File: src/moving_average_filter_unit_macros.svh
// ----------------------------------------------------------------------------
// moving_average_filter_unit_macros
// assertion macros used by the moving average filter unit
// ----------------------------------------------------------------------------
`ifndef MOVING_AVERAGE_FILTER_UNIT_MACROS_SVH
`define MOVING_AVERAGE_FILTER_UNIT_MACROS_SVH

// same-cycle implication, disabled while reset is low
`define MAF_ASSERT_IMPL(lbl, clk, rst_n, ante, cons, msg) \
    lbl: assert property (@(posedge clk) disable iff (!(rst_n)) (ante) |-> (cons)) \
        else $error(msg);

// next-cycle implication, disabled while reset is low
`define MAF_ASSERT_NEXT(lbl, clk, rst_n, ante, cons, msg) \
    lbl: assert property (@(posedge clk) disable iff (!(rst_n)) (ante) |=> (cons)) \
        else $error(msg);

`endif

File: src/maf_ring_ram.sv
// ----------------------------------------------------------------------------
// maf_ring_ram
// sample ring, one write port and one read port with registered read data
// ----------------------------------------------------------------------------
`default_nettype none

module maf_ring_ram #(
    parameter int DEPTH  = 8,
    parameter int ADDR_W = 3,
    parameter int DATA_W = 18
) (
    input  wire logic              i_clk,
    input  wire logic              i_we,
    input  wire logic [ADDR_W-1:0] i_waddr,
    input  wire logic [DATA_W-1:0] i_wdata,
    input  wire logic              i_re,
    input  wire logic [ADDR_W-1:0] i_raddr,
    output logic      [DATA_W-1:0] o_rdata
);

    logic [DATA_W-1:0] r_mem [DEPTH];
    logic [DATA_W-1:0] r_rdata;

    always_ff @(posedge i_clk) begin
        if (i_we) begin
            r_mem[i_waddr] <= i_wdata;
        end
    end

    always_ff @(posedge i_clk) begin
        if (i_re) begin
            r_rdata <= r_mem[i_raddr];
        end
    end

    assign o_rdata = r_rdata;

endmodule

`default_nettype wire

File: config.mk
export PLATFORM = sky130hd
export DESIGN_NAME = maf_ring_ram
export DESIGN_NICKNAME = d
export VERILOG_FILES = /design/src/moving_average_filter_unit_macros.svh /design/src/maf_ring_ram.sv
export SDC_FILE = /design/constraint.sdc
export NUM_CORES = 1
export LEC_CHECK = 0
export BUFFER_PORTS_ARGS = -buffer_cell sky130_fd_sc_hd__buf_2
export CAP_MARGIN = 20
export CELL_PAD_IN_SITES_DETAIL_PLACEMENT = 1
export CELL_PAD_IN_SITES_GLOBAL_PLACEMENT = 1
export CORE_MARGIN = 2
export CORE_UTILIZATION = 41
export CTS_BUF_LIST = sky130_fd_sc_hd__clkbuf_8
export CTS_CLUSTER_DIAMETER = 60
export CTS_CLUSTER_SIZE = 30
export DETAILED_ROUTE_END_ITERATION = 6
export PLACE_DENSITY = 0.6
export RECOVER_POWER = 100
export SLEW_MARGIN = 15
export SYNTH_ARGS = -nofsm -noshare
export SYNTH_HDL_FRONTEND = slang
export SYNTH_SLANG_ARGS = --single-unit
File: constraint.sdc
create_clock -name i_clk -period 6.1 [get_ports i_clk]
set_input_delay 0.61 -clock i_clk [delete_from_list [all_inputs] [get_ports i_clk]]
set_output_delay 0.61 -clock i_clk [all_outputs]
set_load 0.05 [all_outputs]
# After elaboration in Yosys (flattened, before gate mapping)

Memory sizes are Yosys's and may differ from the RTL's. A register that Yosys moved wholly into a read port is not among the register bits.
Cells that the tools add are included.

Multiplexer cells: 2

Operators by type and width:

| cell   | count |
|---|---|
| $mux 1 | 2 |

Register bits: 0
RAM bits: 144
Bits of input ports: 27
Output and inout bits: 18
Logic and storage cells: 3
Memories kept: 1

Memory list:

| memory | depth | width | rd ports | clocked after memory_dff | wr ports | line               | source |
|---|---|---|---|---|---|---|---|
| r_mem  | 8     | 18    | 1        | 1                        | 1        | maf_ring_ram.sv:21 | `logic [DATA_W-1:0] r_mem [DEPTH];` |

# Longest topological paths before layout

Gate-level depths: netlist (run 1).

Depth after elaboration: 2
Gate-level depth with buffers: 4
Gate-level depth less buffers: 2

# Worst setup path after synthesis (run 1)

No wires, ideal clock.

Path type: input to register
Start point: in i_waddr[2]
End point: mem r_mem[0][0] (enable)
Setup time: 0.416 ns
Data arrival time: 2.057 ns
Required time: 5.684 ns
Setup slack: 3.627 ns
Stages: 2
Buffers on the path: 0
Cell sequence: nand2b_1 nor3_1

RTL lines:

| element     | line               | source |
|---|---|---|
| from (decl) | maf_ring_ram.sv:14 | `input wire logic [ADDR_W-1:0] i_waddr,` |
| to (decl)   | maf_ring_ram.sv:21 |  |

Straight into the memory's write port.

==> results of run 1 <==
[final cells by class]
type                            count  area, sq um
Sequential cell                   162         4865
Tap cell                          184        230.2
Fill cell                        1313         7597
Timing Repair Buffer               52        201.4
Clock buffer                       17        234.0
Multi-Input combinational cell     67         1222
Clock inverter                     15        239.0
[routing by layer]
layer | global-route usage | share of wire | vias up
met1 | 0.1987 | 0.46 | 1397
met4 | 0.06658 | 0.017 | 0
met2 | 0.2381 | 0.49 | 51
met3 | 0.03627 | 0.030 | 16
li1 | - | - | 1167
met5 | 0 | 0 | -
[per-stage QoR]
step	util	total power, uW
global route	0.4792	2409
finish	0.4792	2324
floorplan	-	1400
CTS	0.4853	2360
global placement	0.4529	1447
detailed placement	0.4529	1453
[critical path, cell delays in order]
cell,delay [ps]
clkbuf_1,1790
mux4_1,760
mux2_2,280
[layout by cell type, fill, tap and decap left out, types with 3 or more instances in the layout]
cell type,count
edfxtp_1,162
nand2b_1,3
nor2_2,6
clkbuf_1,47
mux4_1,36
clkbuf_8,17
buf_2,5
mux2_2,18
bufinv_16,6
clkinvlp_4,5
[logic make-up (layout without fill, tap and decap cells)]
logic type / after synthesis / in the layout
buffers and inverters: 10 / 84
multiplexers: 54 / 54
flip-flops: 162 / 162
AND/OR/NAND/NOR: 13 / 13
[synth_stat cells (all sizes together)]
library cell  count
edfxtp          162
nor2              6
nand2             2
nor3              2
mux4             36
mux2             18
buf               8
nand2b            3
clkbuf            2
[flip-flops by register name (all words and copies together), names as in the netlist]
| name | flops |
|---|---|
| o_rdata | 18 |
| r_mem | 144 |
[power breakdown]
part           total (uW)  switching [uW]  internal [uW]  leakage, uW
Sequential           1280            9.44           1270      0.00148
Combinational         139            91.1           47.6     0.000545
Clock                 905             381            524     0.000219
Total                2320             481           1840      0.00225
[worst paths after layout]
kind,from,to,slack [ps],cells past startpoint
min,i_wdata[5],r_mem[5][5],510,1
max,i_raddr[0],o_rdata[13],2850,3
max reg2reg,r_mem[0][13],o_rdata[13],4690,2
min reg2reg,r_mem[5][7],o_rdata[7],750,2
==> results.md, run 1 <==
- Finished Layout Cells: 497
- Hold_ws: between 500 and 600 ps
- Syn_nets: about 270
- Mux contribution to synthesized area: 0.1869
- Failing checks: capacitance limit, slew limit
- Synth-to-layout area growth: 13.79%
- Initial DRC Count: about 160
- Tightest Hold Check Type: in -> reg
- Cts repair resizes: 0
- CP Capture Type: flop
- Placed inst area: around 6600 sq um
- Post-route minimum period: ~3200 ps
- Clock slew at reported path FFs: ~80 ps
- Clk_lat worst skew: 440 ps
- # DRC: 0
- Max clock buf depth: 2
- DP Cell Count: 465
- Xor/xnor share of the synthesized area: 0
- H-Tree Depth: 4
- Placement Rows: between 40 and 50
- Post-route cell area: ~7000 sq um
- Count of cell types in the netlist: 11
- Post-synthesis compound-gate area fraction: 0
- Post-DRT Antenna Nets: 0
- Wire length per cell: approximately 22 um
- Hpwl dp: 5.701 mm
- Max Clock Freq: between 0.3 and 0.4 GHz
- Final period util: 0.5322
- GPL Wtd Cong: about 0.62
- Largest family of logic cells by synthesized area: multiplexers
- Layout cells sized above 1: 0.1885
- First-pass GRT wire length: around 17 mm
- Syn avg cell area: around 26 sq um
- Kind of critical path: in -> reg
- Number of I/O port buffers: 44
- Post-route setup TNS: 0 ps
- Status: finished, violations left
- Vias in the first global route: ~2800
- Antenna violations before repair: 0
- VDD IR-drop max: approximately 140 uV
- CTS Sinks: 162
- CP arrival: between 3000 and 4000 ps
- Post-synthesis cell count: around 240
- Post-CTS Setup Bufs: 0
- Pre-CTS setup slack: about 3400 ps
- Core Box Area: about 15000 sq um
- Post-Route WL: approximately 11 mm
- Starting Density: 0.4212
- Grt total ovfl: 0
- Root buf cell: clkbuf_8
- CP Data Required Time: 6300 ps
- Worst Max-Slew Pin Slew: between 2000 and 3000 ps
- DR vias: roughly 2600
- Leakage: between 0.002 and 0.0025 uW
- Final Hold Vio Count: 0
- Yosys warns: 0
- Layout Nets: roughly 330
- Post-synth top area share: 0.7917
- Drt via density: between 5 and 6
- Largest net degree at the start of global routing: 37
- N_diodes: 0
- CTS tree: built
- PwrDens: about 330 nW/um^2
- Worst slew margin: -0.7085
- Max cap viols: 2
- Chip height: about 130 um
- # hold bufs at CTS: 0
- Slew Limit Fails: 37
- Total track usage: 0.1500
- TritonCTS buffer count: 17
- Ports: 45
- Syn Std Cell Area: around 6000 sq um
- Endpoints failing setup: 0
- Crit start category: input pin
- Area contributors post-synth: edfxtp_1 (79%), mux4_1 (15%), mux2_2 (3.3%), buf_6 (0.73%), nor2_1 (0.37%)
- Seq/Total Area, Yosys: 0.7917
- Total Die Area: roughly 16000 sq um
- TritonRoute pass-1 iters: 4
- Die Wd: roughly 130 um
- Yosys reg bits: between 150 and 200
- Clk_skew: about 4.1 ps
- Synth area leader: edfxtp_1
- RSZ-0062 raised after global routing: false
- Simple-gate share of the synthesized area: 0.009570
- Area share of fa/ha/maj cells after synthesis: 0
- Worst setup margin: between 2000 and 3000 ps
- Critical-path maximum fanout: 36
(Power assumes the default switching activity.)
==> run 2: changes to the inputs <==
- clock period: 6.1 -> 3.06 ns (I/O delays scaled with it)
==> results.md, run 2 (synthesized netlist as in run 1, its figures left out) <==
- Status: finished, violations left
- Failing checks: capacitance limit
- Clock slew at reported path FFs: 90 ps (about the same)
- Starting Density: 0.4212 (unchanged)
- Layout Nets: 328 (+0.31%)
- Ports: 45 (unchanged)
- Fillers: 1302 (-0.84%)
- Worst Max-Slew Pin Slew: 1487 ps (-1076 ps)
- Layout cells sized above 1: 0.1911 (+0.002584)
- Most common cell after layout, fill and taps aside: edfxtp_1
- Most frequent cells in the layout: edfxtp_1 (162), clkbuf_1 (46), mux4_1 (36)
- Wire length per cell: 21.89 um (-2.1%)
- CP Data Required Time: 3120 ps (-3180 ps)
- Post-DRT Antenna Nets: 0 (unchanged)
- Post-Route WL: 10.90 mm (-1.9%)
- Placed inst area: 6628 sq um (+0.30%)
- Critical-path maximum fanout: 10 (-72%)
- Grt total ovfl: 0 (unchanged)
- Placement Rows: 44 (unchanged)
- CTS tree: built
- Post-route setup TNS: 0 ps (unchanged)
- Slew Limit Fails: 0 (-100%)
- # DRC: 0 (unchanged)
- Final Hold Vio Count: 0 (unchanged)
- CP Capture Type: flop
- Drt via density: 5.259 (-0.66%)
- Worst slew margin: 0.008908 (+0.7175)
- Final period util: 0.6818
- Die Wd: 126.4 um (unchanged)
- TritonCTS buffer count: 17 (unchanged)
- N_diodes: 0 (unchanged)
- Post-CTS Setup Bufs: 0 (unchanged)
- Initial DRC Count: 125 (-19%)
- Endpoints failing setup: 0 (unchanged)
- Core Box Area: 14590 sq um (unchanged)
- Synth-to-layout area growth: 12.54%
- Largest net degree at the start of global routing: 37 (unchanged)
- First-pass GRT wire length: 16.37 mm (-2.6%)
- # hold bufs at CTS: 0 (unchanged)
- GPL Wtd Cong: 0.6451 (+3.4%)
- Max clock buf depth: 2 (unchanged)
- DR vias: 2619 (-0.46%)
- Largest Register: r_mem
- RSZ-0062 raised after global routing: false
- Hpwl dp: 6.005 mm (+5.3%)
- Tightest Hold Check Type: in -> reg
- Crit start category: input pin
- Post-route cell area: 6915 sq um (-1.1%)
- Root buf cell: clkbuf_8
- Cts repair resizes: 0 (unchanged)
- PwrDens: 620.7 nW/um^2 (+87%)
- Largest register FFs: 144 (unchanged)
- Vias in the first global route: 2759 (-1.1%)
- Post-route total power: 4293 uW (+85%)
- DP Cell Count: 466 (+0.22%)
- TritonRoute pass-1 iters: 4 (unchanged)
- VDD IR-drop max: 247.7 uV (+72%)
- Max Clock Freq: around 0.48 GHz
- Antenna violations before repair: 0 (unchanged)
- Total Die Area: 15980 sq um (unchanged)
- Clk_lat worst skew: 430 ps (about the same)
- Clk_skew: 10.75 ps (+6.641 ps)
- Kind of critical path: in -> reg
- Post-route minimum period: about 2100 ps
- Hold_ws: 233.6 ps (-275.8 ps)
- Leakage: 0.002225 uW (-1.0%)
- Total track usage: 0.1434 (-0.006647)
- Finished Layout Cells: 498 (+0.20%)
- H-Tree Depth: 4 (unchanged)
- Max cap viols: 1 (-1)
- Number of I/O port buffers: 44 (unchanged)
- Chip height: 126.4 um (unchanged)
- CP arrival: 2150 ps (-1300 ps)
- CTS Sinks: 162 (unchanged)
run 2: cell count changes in the layout (fill, tap and decap cells not counted):
cell / previous run / this run
buf_12: 0 / 1
nor2_1: 0 / 2
inv_8: 0 / 1
clkinv_1: 2 / 1
nor2_2: 6 / 4
buf_2: 5 / 6
clkinvlp_4: 5 / 3
inv_6: 0 / 5
clkinv_4: 1 / 4
bufinv_16: 6 / 1
clkbuf_1: 47 / 46
clkinv_2: 1 / 0
run 2: worst max-delay path, cell delays in order:
cell      delay, ps
buf_2           100
nand2b_1        210
nor2_1          920
clkbuf_1        600
run 2: worst paths after layout:
| kind | startpoint | end | slack (ps) | cells past startpoint |
|---|---|---|---|---|
| setup / recovery | i_waddr[2] | r_mem[2][2] | 970 | 4 |
| hold / removal | i_wdata[4] | r_mem[6][4] | 230 | 1 |
| setup reg to reg | r_mem[3][5] | o_rdata[5] | 1630 | 2 |
| hold reg to reg | r_mem[2][16] | o_rdata[16] | 740 | 2 |
run 2: power breakdown:
group / internal, uW / switching, uW / total, uW
combinational: 96.2 / 183 / 279
sequential: 2530 / 19.4 / 2550
clock: 663 / 798 / 1460
total: 3290 / 1000 / 4290
run 2: area by class of cell:
cell class	instances	area, sq um	area share
sequential	162	4865	0.7035
clock buffer	17	234.0	0.03383
tap	184	230.2	0.03329
clock inverter	15	146.4	0.02117
multi-input combinational	67	1217	0.1760
timing repair buffer	53	222.7	0.03221
run 2: metrics by stage:
stage,setup slack [ps],util
2_1_floorplan,890.9,-
3_3_place_gp,1087,0.4543
3_5_place_dp,1063,0.4543
4_1_cts,1529,0.4804
5_1_grt,861.5,0.4740
6_report,973.6,0.4740
run 2: per-layer routing:
layer / part of all wire / GRT usage / vias up
met4: 0.0067 / 0.04525 / 0
met2: 0.51 / 0.2384 / 55
li1: - / - / 1176
met3: 0.043 / 0.03796 / 4
met5: 0 / 0 / -
met1: 0.44 / 0.1858 / 1384
