==> src/moving_average_filter_unit_macros.svh <==
// ----------------------------------------------------------------------------
// moving_average_filter_unit_macros
// assertion macros used by the moving average filter unit
// ----------------------------------------------------------------------------
`ifndef MOVING_AVERAGE_FILTER_UNIT_MACROS_SVH
`define MOVING_AVERAGE_FILTER_UNIT_MACROS_SVH

// same-cycle implication, disabled while reset is low
`define MAF_ASSERT_IMPL(lbl, clk, rst_n, ante, cons, msg) \
    lbl: assert property (@(posedge clk) disable iff (!(rst_n)) (ante) |-> (cons)) \
        else $error(msg);

// next-cycle implication, disabled while reset is low
`define MAF_ASSERT_NEXT(lbl, clk, rst_n, ante, cons, msg) \
    lbl: assert property (@(posedge clk) disable iff (!(rst_n)) (ante) |=> (cons)) \
        else $error(msg);

`endif

==> src/maf_divider.sv <==
// ----------------------------------------------------------------------------
// maf_divider
// restoring divider, one quotient bit per cycle
// ----------------------------------------------------------------------------
`default_nettype none

module maf_divider #(
    parameter int DIVIDEND_W = 21,
    parameter int DIVISOR_W  = 4
) (
    input  wire logic                  i_clk,
    input  wire logic                  i_rst_n,
    input  wire logic                  i_start,
    input  wire logic [DIVIDEND_W-1:0] i_dividend,
    input  wire logic [DIVISOR_W-1:0]  i_divisor,
    output logic                       o_done,
    output logic      [DIVIDEND_W-1:0] o_quotient
);

    localparam int STEP_W = (DIVIDEND_W > 1) ? $clog2(DIVIDEND_W) : 1;

    logic                  r_busy,  n_busy;
    logic                  r_done,  n_done;
    logic [STEP_W-1:0]     r_step,  n_step;
    logic [DIVIDEND_W-1:0] r_quo,   n_quo;
    logic [DIVISOR_W-1:0]  r_rem,   n_rem;
    logic [DIVISOR_W-1:0]  r_div,   n_div;
    logic [DIVISOR_W:0]    trial;
    logic [DIVISOR_W:0]    diff;
    logic                  ge;

    always_comb begin
        trial  = {r_rem, r_quo[DIVIDEND_W-1]};
        diff   = trial - {1'b0, r_div};
        ge     = (trial >= {1'b0, r_div});
        n_busy = r_busy;
        n_done = 1'b0;
        n_step = r_step;
        n_quo  = r_quo;
        n_rem  = r_rem;
        n_div  = r_div;
        if (i_start) begin
            n_busy = 1'b1;
            n_step = '0;
            n_quo  = i_dividend;
            n_rem  = '0;
            n_div  = i_divisor;
        end else if (r_busy) begin
            n_rem  = ge ? diff[DIVISOR_W-1:0] : trial[DIVISOR_W-1:0];
            n_quo  = {r_quo[DIVIDEND_W-2:0], ge};
            n_step = r_step + 1'b1;
            if (r_step == STEP_W'(DIVIDEND_W - 1)) begin
                n_busy = 1'b0;
                n_done = 1'b1;
            end
        end
    end

    always_ff @(posedge i_clk) begin
        if (!i_rst_n) begin
            r_busy <= 1'b0;
            r_done <= 1'b0;
            r_step <= '0;
        end else begin
            r_busy <= n_busy;
            r_done <= n_done;
            r_step <= n_step;
        end
    end

    always_ff @(posedge i_clk) begin
        r_quo <= n_quo;
        r_rem <= n_rem;
        r_div <= n_div;
    end

    assign o_done     = r_done;
    assign o_quotient = r_quo;

endmodule

`default_nettype wire

==> config.mk <==
export PLATFORM = sky130hd
export DESIGN_NAME = maf_divider
export DESIGN_NICKNAME = d
export VERILOG_FILES = /design/src/moving_average_filter_unit_macros.svh /design/src/maf_divider.sv
export SDC_FILE = /design/constraint.sdc
export NUM_CORES = 1
export LEC_CHECK = 0
export BUFFER_PORTS_ARGS = -buffer_cell sky130_fd_sc_hd__buf_2
export CAP_MARGIN = 20
export CELL_PAD_IN_SITES_DETAIL_PLACEMENT = 2
export CELL_PAD_IN_SITES_GLOBAL_PLACEMENT = 2
export CORE_MARGIN = 1.5
export CORE_UTILIZATION = 35
export CTS_CLUSTER_SIZE = 12
export DETAILED_ROUTE_END_ITERATION = 8
export PLACE_DENSITY_LB_ADDON = 0.1
export REMOVE_ABC_BUFFERS = 1
export SYNTH_ARGS = -nofsm -noshare
export SYNTH_HDL_FRONTEND = slang
export SYNTH_SLANG_ARGS = --single-unit
==> constraint.sdc <==
create_clock -name i_clk -period 3.8 [get_ports i_clk]
set_input_delay 0.38 -clock i_clk [delete_from_list [all_inputs] [get_ports i_clk]]
set_output_delay 0.38 -clock i_clk [all_outputs]
set_load 0.005 [all_outputs]
### After elaboration in Yosys (flattened, before gate mapping)

Index checks and enable logic that the tools add are counted.

| word-level totals | value |
|---|---|
| output and inout bits | 22 |
| logic and storage cells | 22 |
| input bits | 28 |
| register bits | 36 |

| operators by class | value |
|---|---|
| bitwise logic cells | 2 |
| order comparisons | 1 |
| $add $sub $neg | 2 |
| eq/ne operators | 1 |
| mux-type cells | 7 |
| reductions and logical operators | 3 |

Operator list:

| operator | count |
|---|---|
| 2-to-1 mux 21 bit | 2 |
| adder 5 x 1 -> 5 bit (second input constant) | 1 |
| == test 5 bit (second input constant) | 1 |
| >= comparator 5 x 4 -> 1 bit | 1 |
| 2-to-1 mux 1 bit | 4 |
| 2-to-1 mux 4 bit | 1 |
| subtractor 4 bit | 1 |
| OR reduction 3 bit | 1 |
| NOT 1 bit | 2 |
| nonzero test 2 bit | 1 |
| OR reduction 2 bit | 1 |

### Depth between registers and ports, before layout

Gate-level depths: netlist (run 1).

| depth | value |
|---|---|
| word-level depth | 4 |
| depth in mapped cells | 6 |

### Least setup slack after synthesis (run 1)

Ideal clock, no wire load.

| timing | value |
|---|---|
| kind | reg2reg |
| start point | register r_div[1] |
| end point | register r_quo[0] (netlist: o_quotient[0]), data pin |
| library setup time | 0.260 ns |
| clock period less this slack | 1.815 ns |
| data arrival time | 1.555 ns |
| required time | 3.540 ns |
| stages on the path, launching flop included | 7 |
| setup slack | 1.985 ns |
| path through | edfxtp_1 inv_1 ha_1 nor2b_1 o221a_4 or2_4 mux2_2 |

| on the way | value |
|---|---|
| longest elaborated chain between the ends | 3 |

RTL lines:

| element | line | text |
|---|---|---|
| start: declaration | maf_divider.sv:27 | `logic [DIVISOR_W-1:0] r_div, n_div;` |
| start signal: assignment | maf_divider.sv:74 | `r_div <= n_div;` |
| >= comparator 5 x 4 -> 1 bit | maf_divider.sv:35 | `ge = (trial >= {1'b0, r_div});` |
| 2-to-1 mux 21 bit | maf_divider.sv:48 | `end else if (r_busy) begin` |
| 2-to-1 mux 21 bit | maf_divider.sv:42 | `if (i_start) begin` |
| net n_quo[0] | maf_divider.sv:25 | `logic [DIVIDEND_W-1:0] r_quo, n_quo;` |
| end signal: assignment | maf_divider.sv:72 | `r_quo <= n_quo;` |
| end: declaration | maf_divider.sv:25 |  |

The timed path passes the listed nets, and every way through them passes these cells. The select of a mux whose other input is x is not followed.
A chain may end at the register's enable or synchronous reset.

### Worst setup path in the final report (run 1)

| timing | value |
|---|---|
| start point | input i_start |
| end point | register r_quo[4] (netlist: o_quotient[4]), enable pin |

| on the way | value |
|---|---|
| longest elaborated chain between the ends | 1 |

RTL lines:

| element | line | text |
|---|---|---|
| start: declaration | maf_divider.sv:13 | `input wire logic i_start,` |
| nonzero test 2 bit (no source line) | n/a |  |

No other way between the ends.

==> out/qor.csv, run 1 <==
stage,metric,value,unit
outcome,outcome,"finished, violations left",
outcome,violations,design-rule violations,
global_routing,busiest_layer,met2,
finish,final-seq-area,971,µm²
finish,multi_input_area,616,µm²
floorplan,rows,24,
timing,max_slew.worst_pin.slew,0.917,ns
synthesis,synth_ff_type,edfxtp_1,
routing,vias,1151,
clocking,post-cts-setup-buffers,0,
timing,skew,0.0113,ns
timing,drv_slew,0,
synthesis,synth.distinct_cells,30,
clocking,cts_sinks,36,
global_routing,gr-usage-met3,4.78,%
routing,vias_per_cell,5.03,
clocking,clockBufferDepth,2,
global_routing,overflow,0,
placement,gp_congestion,0.769,
synthesis,ys_warn_count,0,
pwr,seq_power_share,53.7,%
pwr,total_power,904,µW
pwr,leakagePower,0.856,nW
timing,tns,0,ns
clocking,insertion_delay,0.29,ns
hold_path,hp-start,i_divisor[2],
timing,rsz0062_at_grt,no,
pwr,clkPwrFrac,29.2,%
hold_path,hold_depth,1,
timing,setup_viol,0,
worst_setup_path,worstSetupPathType,input pin to register,
timing,maxSlewHeadroom,38.7,%
finish,syn2layout_area_growth,22.8,%
clocking,cts_hold_buf,0,
global_routing,grt_first_pass_wirelength,6040,µm
worst_setup_path,r2r_slack,1.89,ns
clocking,cts_resized,0,
floorplan,core_area,4440,µm²
worst_setup_path,crit-reg2reg-launch,r_div[1],
pwr,internal-power,672,µW
synthesis,async_flop_share,0,%
finish,drive_above_1_share,44.6,%
floorplan,initial_utilization,37.0,%
global_routing,gr-usage-met1,18.8,%
worst_setup_path,crit_required,3.71,ns
hold_path,min_to,r_div[2],
global_routing,use_met2,26.6,%
routing,ant_nets,0,
pwr,comb_power_share,17.0,%
finish,instances_no_fill,229,
synthesis,synthCells,124,
routing,drtIter0Drc,38,
floorplan,fp.dieH,71.5,µm
floorplan,dieArea,5120,µm²
routing,routed_wl,3680,µm
synthesis,yosysTopAreaCellShare,45.7,%
finish,fillers,475,
finish,insertedDiodeCount,0,
finish,layout.nets,211,
global_routing,grt.total_usage,15.6,%
placement,place_ws,1.48,ns
synthesis,synth_edf_count,25,
routing,drc,4,
worst_setup_path,r2r_end,o_quotient[0],
placement,hpwl,2710,µm
worst_setup_path,crit_fanout,30,
floorplan,die_w,71.5,µm
clocking,cts_tree,built,
pwr,max-vdd-ir-drop,0.206,mV
worst_setup_path,startpoint_type,input pin,
global_routing,grt_start_max_net_pins,31,
placement,postPlaceCellArea,1940,µm²
worst_setup_path,endpoint_kind,register,
worst_setup_path,cp.arrival,1.87,ns
global_routing,antenna_found_initial,0,
finish,design_area,2020,µm²
clocking,path_clk_slew,0.08,ns
routing,avgRoutedWirePerCell,16.1,µm
synthesis,syn_area,1640,µm²
synthesis,ys_seq_area_share,59.1,%
placement,placedCellCount,221,
global_routing,grt_pass1_vias,1278,
hold_path,hold_path.class,input pin to register,
finish,layout_commonest_cell,buf_2,
worst_setup_path,reg2reg_depth,6,
timing,fin_crit,1.96,ns
finish,final_cell_mix,"buf_2 (49), edfxtp_1 (25), mux2_2 (21)",
synthesis,synth_seq_cells,36,
placement,port_buffers,49,
timing,worst_slack,1.84,ns
run,cap_viol_max_count,0,
synthesis,synth_area_leaders,"edfxtp_1 (46%), mux2_2 (14%), dfxtp_1 (13%), ha_1 (4.6%), inv_1 (2.5%)",
synthesis,avgSynthCellArea,13.3,µm²
routing,first_pass_iters,5,
clocking,cts-root-buf,clkbuf_8,
timing,fin_crit_sh,51.7,%
synthesis,synth_top_area_cell,edfxtp_1,
timing,hold_viol,0,
pwr,net-switching-power,232,µW
pwr,sw_frac_of_total,25.7,%
clocking,htree_levels,2,
pwr,cellPowerDensity,447,nW/µm²
timing,fmaxAchievable,509,MHz
floorplan,boundaryPins,50,
clocking,numCtsBuffers,5,
## critical path, stage by stage
cell	delay (ns)
buf_2	0.52
inv_1	0.22
nand2_1	0.74
## cells in the mapped netlist, types with 2 or more instances
master    number
ha_1           6
o21ai_0        3
xor2_1         4
nor3_1         4
mux2_2        21
edfxtp_1      25
o22ai_1        2
nor2_1         7
dfxtp_1       11
inv_1         11
clkbuf_1       2
nand2_1        6
nand4_1        3
nor2b_1        3
## cell families (layout without fill, tap and decap cells)
logic type / Yosys count / in the layout / synth area share (%)
AO/OA/AOI/OAI: 11 / 11 / 5.40
XOR/XNOR: 5 / 5 / 2.66
adder cells (fa/ha/maj): 7 / 7 / 5.78
buffers and inverters: 15 / 68 / 3.50
flip-flops: 36 / 36 / 59.1
multiplexers: 22 / 22 / 15.0
AND/OR/NAND/NOR: 28 / 28 / 8.60
## layer usage
| layer | wire length, µm | part of all wire [%] | up-vias |
|---|---|---|---|
| met1 | 1520 | 41 | 567 |
| met4 | 45 | 1.2 | 0 |
| met2 | 1920 | 52 | 28 |
| li1 | - | - | 551 |
| met5 | 0 | 0 | - |
| met3 | 195 | 5.3 | 5 |
## cell type report
class | count | area share (%)
Clock buffer | 7 | 3.78
Tap cell | 52 | 3.22
Multi-Input combinational cell | 73 | 30.5
Timing Repair Buffer | 49 | 12.1
Sequential cell | 36 | 48.1
Inverter | 11 | 2.04
Clock inverter | 1 | 0.248
## state kept, by name, summed over array words and instances (netlist names)
name / cells
r_div: 4
o_done: 1
r_busy: 1
o_quotient: 21
r_step: 5
r_rem: 4
## worst max path at each step
stage	from	end	slack, ns
3_3_place_gp	i_start	o_quotient[16]	1.55
5_1_grt	i_start	o_quotient[4]	1.61
3_5_place_dp	i_start	o_quotient[7]	1.48
2_1_floorplan	r_div[1]	o_quotient[0]	1.99
6_report	i_start	o_quotient[4]	1.84
4_1_cts	i_start	o_quotient[4]	1.77
## through the flow
step,util [%],hold slack [ns]
finish,45.4,0.258
global route,45.4,0.243
CTS,45.4,0.243
detailed placement,43.6,0.477
floorplan,-,0.450
global placement,43.6,0.465
## power groups by stage
stage          clock network [mW]  logic (mW)  registers [mW]
2_1_floorplan                   0      0.0868           0.492
3_3_place_gp                    0       0.150           0.493
3_5_place_dp                    0       0.156           0.495
4_1_cts                     0.277       0.158           0.487
5_1_grt                     0.289       0.171           0.491
6_report                    0.264       0.154           0.486
(Power assumes the default switching activity.)
==> run 2, diff against run 1 <==
--- a/config.mk
+++ b/config.mk
@@ -10,7 +10,7 @@
 export CELL_PAD_IN_SITES_DETAIL_PLACEMENT = 2
 export CELL_PAD_IN_SITES_GLOBAL_PLACEMENT = 2
 export CORE_MARGIN = 1.5
-export CORE_UTILIZATION = 35
+export CORE_UTILIZATION = 29
 export CTS_CLUSTER_SIZE = 12
 export DETAILED_ROUTE_END_ITERATION = 8
 export PLACE_DENSITY_LB_ADDON = 0.1
==> constraint.sdc (replaced) <==
create_clock -name i_clk -period 1.7 [get_ports i_clk]
set_input_delay 0.17 -clock i_clk [delete_from_list [all_inputs] [get_ports i_clk]]
set_output_delay 0.17 -clock i_clk [all_outputs]
set_load 0.005 [all_outputs]
==> out/qor.csv, run 2 (synthesized netlist as in run 1, its figures left out) <==
stage,metric,value,unit
outcome,outcome,"finished, violations left",
outcome,violations,negative setup slack,
finish,instances_no_fill,263,
worst_setup_path,crit_path_top_delay_cell,edfxtp_1,
timing,worst_slack,-0.102,ns
floorplan,core_area,5470,µm²
pwr,leakagePower,0.971,nW
pwr,seq_power_share,46.4,%
floorplan,boundaryPins,50,
worst_setup_path,crit_required,1.74,ns
finish,finalCoreUtilization,41.7,%
hold_path,hold_path.class,input pin to register,
finish,final_cell_mix,"buf_2 (49), edfxtp_1 (25), mux2_2 (20)",
clocking,insertion_delay,0.29,ns
floorplan,die_w,78.3,µm
finish,design_area,2280,µm²
placement,hpwl,3110,µm
timing,whs,0.0506,ns
placement,port_buffers,49,
worst_setup_path,cp_common_cell,or2_4,
timing,skew,0.00284,ns
timing,max_slew.worst_pin.slew,0.310,ns
floorplan,rows,27,
worst_setup_path,crit_path_cell_trace,"inv_1, ha_4, or2_4, o221a_4, or2_4, mux2_4",
clocking,cts-root-buf,clkbuf_8,
global_routing,overflow,0,
global_routing,grt_first_pass_wirelength,6870,µm
routing,vias_per_cell,4.73,
timing,hold_viol,0,
clocking,cts_tree,built,
worst_setup_path,worstSetupPathType,register to register,
timing,maxSlewHeadroom,79.3,%
floorplan,dieArea,6130,µm²
finish,largest_reg_flops,21,
pwr,max-vdd-ir-drop,0.446,mV
run,cap_viol_max_count,0,
routing,avgRoutedWirePerCell,16.4,µm
worst_setup_path,slowest_delay,0.33,ns
finish,layout.nets,225,
worst_setup_path,endpoint_kind,register,
placement,placedCellCount,253,
timing,fmaxAchievable,555,MHz
pwr,clkPwrFrac,32.8,%
clocking,htree_levels,2,
floorplan,fp.dieH,78.3,µm
pwr,internal-power,1.73,mW
timing,fin_crit,1.80,ns
pwr,net-switching-power,606,µW
routing,ant_nets,0,
global_routing,grt_pass1_vias,1355,
global_routing,antenna_found_initial,0,
clocking,clockBufferDepth,2,
floorplan,initial_utilization,30.0,%
pwr,comb_power_share,20.8,%
placement,gp_congestion,0.754,
clocking,path_clk_slew,0.08,ns
timing,rsz0062_at_grt,yes,
routing,drc,0,
timing,tns,-0.238,ns
worst_setup_path,crit_fanout,3,
placement,postPlaceCellArea,2080,µm²
worst_setup_path,crit_buf_inv,1,
clocking,cts_sinks,36,
timing,setup_viol,3,
routing,vias,1243,
timing,drv_slew,0,
worst_setup_path,startpoint_type,register,
pwr,cellPowerDensity,1030,nW/µm²
finish,insertedDiodeCount,0,
finish,layout_commonest_cell,buf_2,
finish,fillers,590,
routing,first_pass_iters,4,
finish,syn2layout_area_growth,38.7,%
global_routing,grt.total_usage,15.4,%
finish,drive_above_1_share,55.0,%
clocking,numCtsBuffers,5,
pwr,total_power,2.34,mW
pwr,sw_frac_of_total,25.9,%
routing,routed_wl,4330,µm
worst_setup_path,cp.arrival,1.85,ns
routing,drtIter0Drc,31,
worst_setup_path,crit_family,simple AND/OR/NAND/NOR gates,
placement,place_ws,-0.157,ns
timing,fin_crit_sh,106,%
global_routing,grt_start_max_net_pins,24,
==> run 2: power by group through the flow <==
stage / Sequential (mW) / Clock, mW / Combinational (mW)
finish: 1.08 / 0.768 / 0.487
detailed placement: 1.10 / 0 / 0.427
floorplan: 1.10 / 0 / 0.194
CTS: 1.09 / 0.794 / 0.466
global placement: 1.10 / 0 / 0.405
global route: 1.10 / 0.834 / 0.527
==> run 2: final cells by class <==
class	count	area (µm²)	area share (%)
clock buffer	5	68.8	3.02
clock inverter	3	42.5	1.87
inverter	11	41.3	1.81
multi-input combinational	73	692	30.3
sequential	36	971	42.6
tap	72	90.1	3.95
timing repair buffer	63	375	16.5
==> run 2: path summary, 6_finish.rpt <==
check                             startpoint            end  slack [ns]  cells past startpoint
worst max-delay path                r_div[2]  o_quotient[0]       -0.10                      6
worst min-delay path            i_divisor[3]       r_div[3]        0.05                      1
worst max register to register      r_div[2]  o_quotient[0]       -0.10                      6
worst min register to register      r_rem[3]       r_rem[3]        0.49                      2
==> run 2: per-layer routing <==
layer | up-vias | GRT usage, % | share of wire, %
li1 | 580 | - | -
met3 | 12 | 5.81 | 6.3
met5 | - | 0 | 0
met2 | 38 | 27.3 | 53
met1 | 613 | 15.4 | 38
met4 | 0 | 8.39 | 3.2
==> run 2: repair_timing <==
item,in CTS,in global routing
gates cloned,0,0
endpoints found under the setup margin,4,4
pin swaps,2,4
hold buffers,0,0
setup buffers,0,2
resized for setup,9,6
==> run 3, diff against run 2 <==
--- a/config.mk
+++ b/config.mk
@@ -7,10 +7,8 @@
 export LEC_CHECK = 0
 export BUFFER_PORTS_ARGS = -buffer_cell sky130_fd_sc_hd__buf_2
 export CAP_MARGIN = 20
-export CELL_PAD_IN_SITES_DETAIL_PLACEMENT = 2
-export CELL_PAD_IN_SITES_GLOBAL_PLACEMENT = 2
 export CORE_MARGIN = 1.5
-export CORE_UTILIZATION = 29
+export CORE_UTILIZATION = 35
 export CTS_CLUSTER_SIZE = 12
 export DETAILED_ROUTE_END_ITERATION = 8
 export PLACE_DENSITY_LB_ADDON = 0.1
==> constraint.sdc (replaced) <==
create_clock -name i_clk -period 1.7 [get_ports i_clk]
set_input_delay 0.085 -clock i_clk [delete_from_list [all_inputs] [get_ports i_clk]]
set_output_delay 0.085 -clock i_clk [all_outputs]
set_load 0.005 [all_outputs]
==> out/qor.csv, run 3 (synthesized netlist as in run 1, its figures left out) <==
stage,metric,value,unit
global_routing,grt_start_max_net_pins,23,
finish,insertedDiodeCount,0,
hold_path,min_to,r_busy,
clocking,htree_levels,2,
finish,largest_reg_flops,21,
placement,place_ws,-0.128,ns
routing,drtIter0Drc,34,
placement,hpwl,2520,µm
worst_setup_path,startpoint_type,register,
worst_setup_path,worstSetupPathType,register to register,
global_routing,grt_pass1_vias,1231,
clocking,path_clk_slew,0.07,ns
routing,first_pass_iters,4,
floorplan,dieArea,5120,µm²
timing,rsz0062_at_grt,yes,
outcome,violations,negative setup slack,
global_routing,antenna_found_initial,0,
worst_setup_path,crit_required,1.74,ns
global_routing,grt.total_usage,14.4,%
finish,instances_no_fill,246,
placement,port_buffers,49,
hold_path,hold_depth,2,
finish,syn2layout_area_growth,33.8,%
timing,fin_crit_sh,104,%
worst_setup_path,r2r_slack,-0.08,ns
timing,max_slew.worst_pin.slew,0.266,ns
worst_setup_path,crit_fanout,4,
timing,drv_slew,0,
routing,drc,0,
finish,fillers,422,
timing,fin_crit,1.78,ns
routing,vias_per_cell,4.88,
finish,finalCoreUtilization,49.5,%
floorplan,core_area,4440,µm²
timing,worst_slack,-0.0751,ns
routing,avgRoutedWirePerCell,13.3,µm
clocking,insertion_delay,0.28,ns
worst_setup_path,r2r_end,o_quotient[0],
global_routing,grt_first_pass_wirelength,5580,µm
pwr,cellPowerDensity,940,nW/µm²
finish,final_cell_mix,"buf_2 (49), edfxtp_1 (25), mux2_2 (20)",
finish,final-seq-area,971,µm²
placement,postPlaceCellArea,2050,µm²
worst_setup_path,crit_path_top_delay_cell,edfxtp_1,
outcome,outcome,"finished, violations left",
timing,whs,0.0484,ns
hold_path,hp-start,i_rst_n,
worst_setup_path,cp.arrival,1.81,ns
timing,tns,-0.0881,ns
clocking,clockBufferDepth,2,
pwr,leakagePower,0.953,nW
clocking,post-cts-setup-buffers,0,
finish,drive_above_1_share,50.5,%
floorplan,rows,24,
pwr,total_power,2.07,mW
worst_setup_path,crit-reg2reg-launch,r_div[1],
placement,gp_congestion,0.777,
worst_setup_path,crit_path_cell_trace,"inv_2, ha_4, nor2b_4, o221a_4, or2_4, mux2_4",
routing,ant_nets,0,
finish,layout.nets,228,
worst_setup_path,endpoint_kind,register,
clocking,numCtsBuffers,5,
floorplan,die_w,71.5,µm
placement,placedCellCount,234,
worst_setup_path,reg2reg_depth,6,
finish,multi_input_area,644,µm²
run,cap_viol_max_count,0,
pwr,max-vdd-ir-drop,0.540,mV
routing,vias,1201,
clocking,cts-root-buf,clkbuf_8,
timing,setup_viol,2,
worst_setup_path,slowest_delay,0.40,ns
finish,layout_commonest_cell,buf_2,
timing,skew,0.00283,ns
clocking,cts_tree,built,
timing,fmaxAchievable,563,MHz
floorplan,initial_utilization,37.0,%
finish,design_area,2200,µm²
timing,hold_viol,0,
floorplan,fp.dieH,71.5,µm
clocking,cts_sinks,36,
routing,routed_wl,3270,µm
hold_path,hold_path.class,input pin to register,
floorplan,boundaryPins,50,
global_routing,overflow,0,
timing,maxSlewHeadroom,82.1,%
==> run 3: what timing repair did <==
item / CTS / global route
hold buffers: 4 / 0
setup endpoints to repair: 3 / 4
hold endpoints to repair: 4 / 0
gates resized for setup: 5 / 3
pin swaps: 1 / 2
==> run 3: power breakdown <==
group | internal, mW | switching, mW | leakage, nW
combinational | 0.242 | 0.180 | 0.567
clock | 0.278 | 0.288 | 0.0453
sequential | 1.04 | 0.0444 | 0.340
total | 1.55 | 0.512 | 0.953
==> run 3: layout make-up <==
class | count | area share (%)
sequential | 36 | 44.1
timing repair buffer | 66 | 18.0
clock buffer | 5 | 3.13
multi-input combinational | 73 | 29.3
inverter | 11 | 1.88
clock inverter | 3 | 0.626
tap | 52 | 2.96
==> run 3: per-layer routing <==
layer  up-vias  track usage, %  part of all wire (%)
li1        590               -                     -
met3         2            5.77                   6.4
met5         -               0                     0
met1       576            16.9                    43
met2        33            23.6                    50
met4         0            5.66                  0.76
==> run 3: how the worst max path moves through the flow <==
stage / from / end / slack (ns)
after floorplan: r_div[1] / o_quotient[0] / -0.11
after global placement: r_div[1] / o_quotient[0] / -0.1
after detailed placement: r_div[1] / o_quotient[0] / -0.13
after CTS: r_div[1] / o_quotient[0] / -0.08
after global routing: r_div[1] / o_quotient[0] / -0.13
final: r_div[1] / o_quotient[0] / -0.08
==> run 3: critical path, delay by kind of cell (launching register included) <==
kind	cells	cell delay (ns)
AOI/OAI and AO/OA	1	0.23
adders and majority gates	1	0.20
buffers and inverters	1	0.08
DFF	1	0.40
muxes	1	0.25
and+or+nand+nor	2	0.38
